<file path="config.mk">
export PLATFORM = sky130hd
export DESIGN_NAME = tss_front
export DESIGN_NICKNAME = d
export VERILOG_FILES = /design/src/hw/rtl/tss_pkg.sv /design/src/hw/rtl/tss_front.sv
export SDC_FILE = /design/constraint.sdc
export NUM_CORES = 1
export LEC_CHECK = 0
export BUFFER_PORTS_ARGS = -buffer_cell sky130_fd_sc_hd__buf_4
export CAP_MARGIN = 30
export CORE_MARGIN = 2
export CORE_UTILIZATION = 46
export CTS_BUF_LIST = sky130_fd_sc_hd__clkbuf_16
export CTS_CLUSTER_SIZE = 12
export DETAILED_ROUTE_END_ITERATION = 8
export PLACE_DENSITY = 0.74
export SETUP_SLACK_MARGIN = 0.5
export SLEW_MARGIN = 20
export SYNTH_ARGS = -nofsm -noshare
export SYNTH_HDL_FRONTEND = slang
export SYNTH_SLANG_ARGS = --single-unit
</file>
<file path="constraint.sdc">
create_clock -name clk -period 2.9 [get_ports clk]
set_input_delay 0.435 -clock clk [delete_from_list [all_inputs] [get_ports clk]]
set_output_delay 0.435 -clock clk [all_outputs]
set_load 0.005 [all_outputs]
</file>
<file path="src/hw/rtl/tss_pkg.sv">
// shared types, constants and helpers for the threshold sweep metrics block
// no dependencies; imported by every module of the block except tss_div
package tss_pkg;

  localparam int THRESHOLD_COUNT_DEF = 17;
  localparam int MAX_CLASSES_DEF     = 16;
  localparam int COUNTER_BITS_DEF    = 32;
  localparam int PROB_BITS_DEF       = 16;

  localparam int QUEUE_DEPTH    = 4;
  localparam int IN_TDATA_BITS  = 24;
  localparam int OUT_TDATA_BITS = 104;

  // configuration register indexes
  localparam logic [1:0] CFG_CLASS_COUNT = 2'd0;
  localparam logic [1:0] CFG_THR_START   = 2'd1;
  localparam logic [1:0] CFG_THR_STRIDE  = 2'd2;

  localparam logic [4:0]  CLASS_COUNT_RST = 5'd1;
  localparam logic [15:0] THR_START_RST   = 16'd6554;
  localparam logic [15:0] THR_STRIDE_RST  = 16'd3277;

  localparam logic [16:0] ONE_Q16 = 17'h10000;

  typedef enum logic {
    KIND_ACCUM,
    KIND_FINISH
  } kind_t;

  typedef struct packed {
    kind_t       kind;
    logic [3:0]  cls;
    logic        tgt;
    logic [15:0] prob;
  } item_t;

  // packed so that mean_iou sits in the lowest bits
  typedef struct packed {
    logic        any_valid;
    logic [4:0]  chosen_index;
    logic [15:0] chosen_threshold;
    logic [15:0] pixel_accuracy;
    logic [15:0] f1_score;
    logic [15:0] mean_recall;
    logic [15:0] mean_precision;
    logic [15:0] mean_iou;
  } result_t;

  typedef enum logic [3:0] {
    BK_CLEAR,
    BK_IDLE,
    BK_ACC,
    BK_F_READ,
    BK_F_LOAD,
    BK_F_RATIO,
    BK_F_RWAIT,
    BK_F_MEAN,
    BK_F_MWAIT,
    BK_F_NEXT,
    BK_F_ACC,
    BK_F_AWAIT,
    BK_F_EMIT
  } back_state_t;

  function automatic logic [15:0] sat16(input logic [16:0] v);
    return v[16] ? 16'hFFFF : v[15:0];
  endfunction

endpackage

</file>
<file path="src/hw/rtl/tss_front.sv">
// front end: takes input beats, drops out-of-range elements, queues the rest
// depends on tss_pkg
module tss_front (
  input  logic           clk,
  input  logic           rst,
  input  logic           in_valid,
  output logic           in_ready,
  input  tss_pkg::item_t in_item,
  input  logic [4:0]     class_limit,
  output logic           q_valid,
  output tss_pkg::item_t q_item,
  input  logic           q_pop
);
  import tss_pkg::*;

  localparam int PW = $clog2(QUEUE_DEPTH);
  localparam logic [PW:0] FULL = (PW+1)'(QUEUE_DEPTH);

  item_t          slots [QUEUE_DEPTH];
  logic [PW-1:0]  wr_ptr;
  logic [PW-1:0]  rd_ptr;
  logic [PW:0]    fill;
  logic           keep;
  logic           push;
  logic           pop;

  assign in_ready = (fill != FULL);
  // an element of a class beyond the active count touches nothing
  assign keep     = (in_item.kind == KIND_FINISH) || ({1'b0, in_item.cls} < class_limit);
  assign push     = in_valid && in_ready && keep;
  assign q_valid  = (fill != '0);
  assign pop      = q_pop && q_valid;
  assign q_item   = slots[rd_ptr];

  always_ff @(posedge clk) begin
    if (rst) begin
      wr_ptr <= '0;
      rd_ptr <= '0;
      fill   <= '0;
    end else begin
      if (push) wr_ptr <= wr_ptr + 1'b1;
      if (pop) rd_ptr <= rd_ptr + 1'b1;
      fill <= fill + (PW+1)'(push) - (PW+1)'(pop);
    end
  end

  always_ff @(posedge clk) begin
    if (push) slots[wr_ptr] <= in_item;
  end

endmodule

</file>
Yosys cells after proc, flatten, opt, wreduce, memory -nomap -nowiden
Memory sizes are Yosys's and may differ from the RTL's. A register that Yosys moved wholly into a read port is not among the register bits.
Cells that the tools add are included.
{"block": "op_classes", "addsub": 4, "order_cmp": 1, "eq_ne": 1, "mux": 4, "reduce_logical": 5}
{"cell": "4-bit by 5-bit less-than comparator with 1-bit output", "count": 1}
{"cell": "2-bit by 1-bit adder with 2-bit output (second input constant)", "count": 2}
{"cell": "2-bit 2-to-1 mux", "count": 2}
{"cell": "3-bit by 1-bit adder with 3-bit output", "count": 1}
{"cell": "1-bit logical AND", "count": 3}
{"cell": "3-bit inequality test (second input constant)", "count": 1}
{"cell": "3-bit nonzero test", "count": 1}
{"cell": "3-bit by 1-bit subtractor with 3-bit output", "count": 1}
{"cell": "1-bit 2-to-1 mux", "count": 2}
{"cell": "1-bit logical OR", "count": 1}
{"block": "word_totals", "register_bits": 7, "ramBits": 88, "output_inout_bits": 24, "wordCells": 19, "memories": 1}
{"name": "slots", "words": 4, "word_bits": 22, "read_ports": 1, "rd_ports_with_merged_regs": 1, "write_ports": 1, "line": "tss_front.sv:19", "rtl": "item_t slots [QUEUE_DEPTH];"}

Logic depth before layout (Yosys ltp)
{"block": "logic_depth", "depth_word": 5, "depth_mapped": 12}

Least setup slack after synthesis
Ideal clock, no wire load.
{"block": "synth_path", "path_type": "input to register", "startpoint": "input class_limit[2]", "endpoint": "register fill[2]", "setup_time_ns": 0.126, "arrival_time_ns": 2.316, "slack_ns": 0.457, "cell_stages": 12, "path_buffers": 0, "cell_sequence": "inv_1 -> ha_1 -> a21oi_1 -> o21ai_1 -> a31oi_4 -> inv_1 -> ha_1 -> inv_1 -> ha_1 -> fa_1 -> xnor2_1 -> nor2_1"}
{"block": "synth_between", "elab_chain_cells": 5}
{"item": "start: declaration", "line": "tss_front.sv:9", "rtl": "input logic [4:0] class_limit,"}
{"item": "4-bit by 5-bit less-than comparator with 1-bit output", "line": "tss_front.sv:29", "rtl": "assign keep = (in_item.kind == KIND_FINISH) || ({1'b0, in_item.cls} < class_limit);"}
{"item": "1-bit logical OR", "line": "tss_front.sv:29"}
{"item": "1-bit logical AND", "line": "tss_front.sv:30", "rtl": "assign push = in_valid && in_ready && keep;"}
{"item": "3-bit by 1-bit adder with 3-bit output", "line": "tss_front.sv:43", "rtl": "fill <= fill + (PW+1)'(push) - (PW+1)'(pop);"}
{"item": "3-bit by 1-bit subtractor with 3-bit output", "line": "tss_front.sv:43"}
{"item": "end signal: assignment", "line": "tss_front.sv:43"}
{"item": "end: declaration", "line": "tss_front.sv:22", "rtl": "logic [PW:0] fill;"}
Every way passes these cells.
A chain may end at the register's enable or synchronous reset.

Worst setup path in the final report
{"block": "layout_path", "startpoint": "input in_item[19] (netlist name)", "endpoint": "register fill[2]"}
{"block": "layout_between", "elab_chain_cells": 5}
{"item": "start: declaration", "line": "tss_front.sv:8", "rtl": "input tss_pkg::item_t in_item,"}
{"item": "4-bit by 5-bit less-than comparator with 1-bit output", "line": "tss_front.sv:29"}
{"item": "1-bit logical OR", "line": "tss_front.sv:29"}
{"item": "1-bit logical AND", "line": "tss_front.sv:30"}
{"item": "3-bit by 1-bit adder with 3-bit output", "line": "tss_front.sv:43"}
{"item": "3-bit by 1-bit subtractor with 3-bit output", "line": "tss_front.sv:43"}
Every way passes these cells.

==> impl_summary.log <==
INFO  metric chipHeight = 94.3 um
INFO  metric n_antenna_cell = 0
INFO  metric avgRoutedWirePerCell = 16.9 um
INFO  metric synth.distinct_cells = 26
INFO  metric holdCritPathClass = in -> reg
INFO  metric syn_nets = 216
INFO  metric dpl_worst_slack = 0.278 ns
INFO  metric route.antenna.remaining_nets = 0
INFO  metric grt_first_pass_wirelength = 9440 um
INFO  metric critPathKind = in -> reg
INFO  metric reported_leakage_power = 1.64 nW
INFO  metric intPower = 2.91 mW
INFO  metric placementRows = 32
INFO  metric cts.hold.buffers_added = 0
INFO  metric status = complete, no violations
INFO  metric place_congestion = 0.658
INFO  metric firstDrtPassIters = 4
INFO  metric post-route-period-util = 0.772
INFO  metric postLayoutCellArea = 4630 um^2
INFO  metric syn_area_per_cell = 21.4 um^2
INFO  metric syn2layout_area_growth = 23.4%
INFO  metric power_per_cell_area = 830 nW/um^2
INFO  metric nFillCells = 587
INFO  metric floorplan.core_area = 7810 um^2
INFO  metric die_area = 8890 um^2
INFO  metric clk_root_buffer_cell = sky130_fd_sc_hd__clkbuf_16
INFO  metric timing_worst_slew_pin_value = 0.632 ns
INFO  metric cts_sink_cnt = 97
INFO  metric num_io_pins = 55
INFO  metric remaining_drcs = 0
INFO  metric grt_overflow_total = 0
INFO  metric number_of_antenna_violations_at_the_first_check_in_global_routing = 0
INFO  metric critical_path_sink_type = flip-flop
INFO  metric share_seq_of_total_power = 0.452
INFO  metric worst_rel_slew_slack = 0.579
INFO  metric vias_per_cell = 5.12
INFO  metric path_clk_slew = 0.07 ns
INFO  metric setup_viol = 0
INFO  metric timing.critical_path.fanout_max = 5
INFO  metric grt_use_total = 0.144
INFO  metric synth.cell_area = 3750 um^2
INFO  metric cts-root-to-sink-buffers = 2
INFO  metric proportion_of_layout_cells_with_a_drive_suffix_above_1 = 0.439
INFO  metric skew = 0.00611 ns
INFO  metric wirelength = 5900 um
INFO  metric max_freq = 0.447 GHz
INFO  metric highest_ir_drop_seen_on_vdd = 0.456 mV
INFO  metric dpl_cell_area = 4310 um^2
INFO  metric synth_area_leader_cell = sky130_fd_sc_hd__edfxtp_1
INFO  metric route.vias.total = 1781
INFO  metric worst_ep_arrival_time = 2.46 ns
INFO  metric p_clk_frac = 0.305
INFO  metric time_the_worst_path_needs_with_i_o_delays_and_setup = 2.24 ns
INFO  metric yosysSeqAreaShare = 0.753
INFO  metric grt_max_degree = 23
INFO  metric final_net_count = 282
INFO  metric storage_cell_area = 2820 um^2
INFO  metric syn-instance-count = 175
INFO  metric total_power = 3.84 mW
INFO  metric cts_tree = done
INFO  metric worstPathRequired = 3.12 ns
INFO  metric netlist.area_leader.share = 0.705
INFO  metric net_switching_component_of_the_power = 0.933 mW
INFO  metric post-dp-hpwl = 3740 um
INFO  metric clkLatencyLatePin = 0.33 ns
INFO  metric yosys-top-cells-area = sky130_fd_sc_hd__edfxtp_1 70%, sky130_fd_sc_hd__mux4_2 13%, sky130_fd_sc_hd__dfxtp_1 4.8%, sky130_fd_sc_hd__ha_1 3.0%, sky130_fd_sc_hd__inv_1 1.0%
INFO  metric final_hold_viol_count = 0
INFO  metric final_util = 0.593
INFO  metric hold-worst-slack = 0.304 ns
INFO  metric power_frac_comb = 0.243
INFO  metric max_cap_violations = 0
INFO  metric start_util = 0.480
INFO  metric die_width = 94.3 um
INFO  metric final_cell_count_no_fill = 348
INFO  metric combined_area_of_the_multi_input_logic_cells = 876 um^2
INFO  metric grt_pass1_vias = 1822
INFO  metric timing.setup.tns = 0 ns
INFO  metric cts_inserted_buffers = 9
INFO  metric cts_max_level = 3
INFO  metric numPlacedInstances = 330
INFO  metric sw_frac_of_total = 0.243
INFO  metric worst_slack = 0.661 ns
INFO  metric slew_viol_final = 0
INFO  metric yosysWarnings = 0
INFO  metric setup.worst_path.start_class = input port
INFO  metric ys_ff_latch = 97
INFO  metric portBuffers = 54
INFO  metric rsz0062_at_grt = no
INFO  metric drt-initial-drc-count = 126
cells in the final DEF, fill, tap and decap left out, drive strengths merged:
cell type / instances
edfxtp: 88
buf: 60
mux4: 22
inv: 15
ha: 9
clkbuf: 9
dfxtp: 9
nor2: 7
and2: 4
nor2b: 3
xnor2: 3
nand2: 2
nand2b: 2
o31a: 1
or3b: 1
a21oi: 1
o21ai: 1
o311ai: 1
a31oi: 1
or3: 1
mux2: 1
xor2: 1
mux2i: 1
fa: 1
bufinv: 1
clkinv: 1
metal layers:
| metal | up-vias | share of wire | global-route usage |
|---|---|---|---|
| met5 | - | 0 | 0 |
| met4 | 0 | 0.0097 | 0.0471 |
| met3 | 6 | 0.048 | 0.0313 |
| met2 | 45 | 0.49 | 0.227 |
| met1 | 903 | 0.45 | 0.203 |
| li1 | 827 | - | - |
repair_timing:
item | 4_1_cts | 5_1_grt
endpoints found under the hold margin | 0 | 0
setup buffers | 0 | 2
resized for setup | 0 | 2
setup endpoints to repair | 0 | 2
final timing paths:
path,from,to,slack [ns],depth (start not counted)
worst min register to register,wr_ptr[1],wr_ptr[1],0.51,2
worst max-delay path,in_item[19],fill[2],0.66,12
worst max register to register,fill[1],fill[2],0.76,10
worst min-delay path,in_item[4],slots[2][4],0.30,1
synth_stat cells:
library cell,count
sky130_fd_sc_hd__a21oi_1,1
sky130_fd_sc_hd__a31oi_4,1
sky130_fd_sc_hd__and2_1,1
sky130_fd_sc_hd__and2_2,3
sky130_fd_sc_hd__buf_1,2
sky130_fd_sc_hd__buf_2,2
sky130_fd_sc_hd__clkbuf_1,1
sky130_fd_sc_hd__dfxtp_1,9
sky130_fd_sc_hd__edfxtp_1,88
sky130_fd_sc_hd__fa_1,1
sky130_fd_sc_hd__ha_1,9
sky130_fd_sc_hd__inv_1,10
sky130_fd_sc_hd__mux2_4,1
sky130_fd_sc_hd__mux2i_1,1
sky130_fd_sc_hd__mux4_2,22
sky130_fd_sc_hd__nand2_1,2
sky130_fd_sc_hd__nand2b_1,2
sky130_fd_sc_hd__nor2_1,7
sky130_fd_sc_hd__nor2b_1,3
sky130_fd_sc_hd__o21ai_1,1
sky130_fd_sc_hd__o311ai_4,1
sky130_fd_sc_hd__o31a_2,1
sky130_fd_sc_hd__or3_2,1
sky130_fd_sc_hd__or3b_4,1
sky130_fd_sc_hd__xnor2_1,3
sky130_fd_sc_hd__xor2_1,1
power by group through the flow:
stage / Sequential [mW] / Combinational [mW] / Clock (mW)
2_1_floorplan: 1.76 / 0.544 / 0
3_3_place_gp: 1.76 / 0.936 / 0
3_5_place_dp: 1.77 / 0.950 / 0
4_1_cts: 1.74 / 0.953 / 1.19
5_1_grt: 1.75 / 1.03 / 1.25
6_report: 1.74 / 0.934 / 1.17
layout make-up:
class | count | area share
Inverter | 10 | 0.00811
Tap cell | 102 | 0.0276
Timing Repair Buffer | 60 | 0.100
Sequential cell | 97 | 0.610
Clock buffer | 9 | 0.0487
Multi-Input combinational cell | 63 | 0.189
Clock inverter | 7 | 0.0162
sequential cells by signal (all words and copies together) (netlist names), named ones only:
name	count
rd_ptr	2
slots	88
fill	3
wr_ptr	2
cells by family after synthesis:
logic type,synth area share
AOI/OAI and AO/OA,0.0180
buffers and inverters,0.0157
adders and majority gates,0.0354
muxes,0.139
and+or+nand+nor,0.0300
xor gates and xnor gates,0.00934
DFF,0.753
worst max-delay path: stages:
cell and delay (ns):
sky130_fd_sc_hd__buf_4 0.13, sky130_fd_sc_hd__ha_1 0.31, sky130_fd_sc_hd__a21oi_2 0.15, sky130_fd_sc_hd__o21ai_2 0.08
sky130_fd_sc_hd__a31oi_4 0.21, sky130_fd_sc_hd__inv_1 0.06, sky130_fd_sc_hd__ha_1 0.27, sky130_fd_sc_hd__inv_1 0.04
sky130_fd_sc_hd__ha_1 0.18, sky130_fd_sc_hd__fa_1 0.38, sky130_fd_sc_hd__xnor2_1 0.17, sky130_fd_sc_hd__nor2_1 0.05
(Power assumes the default switching activity.)
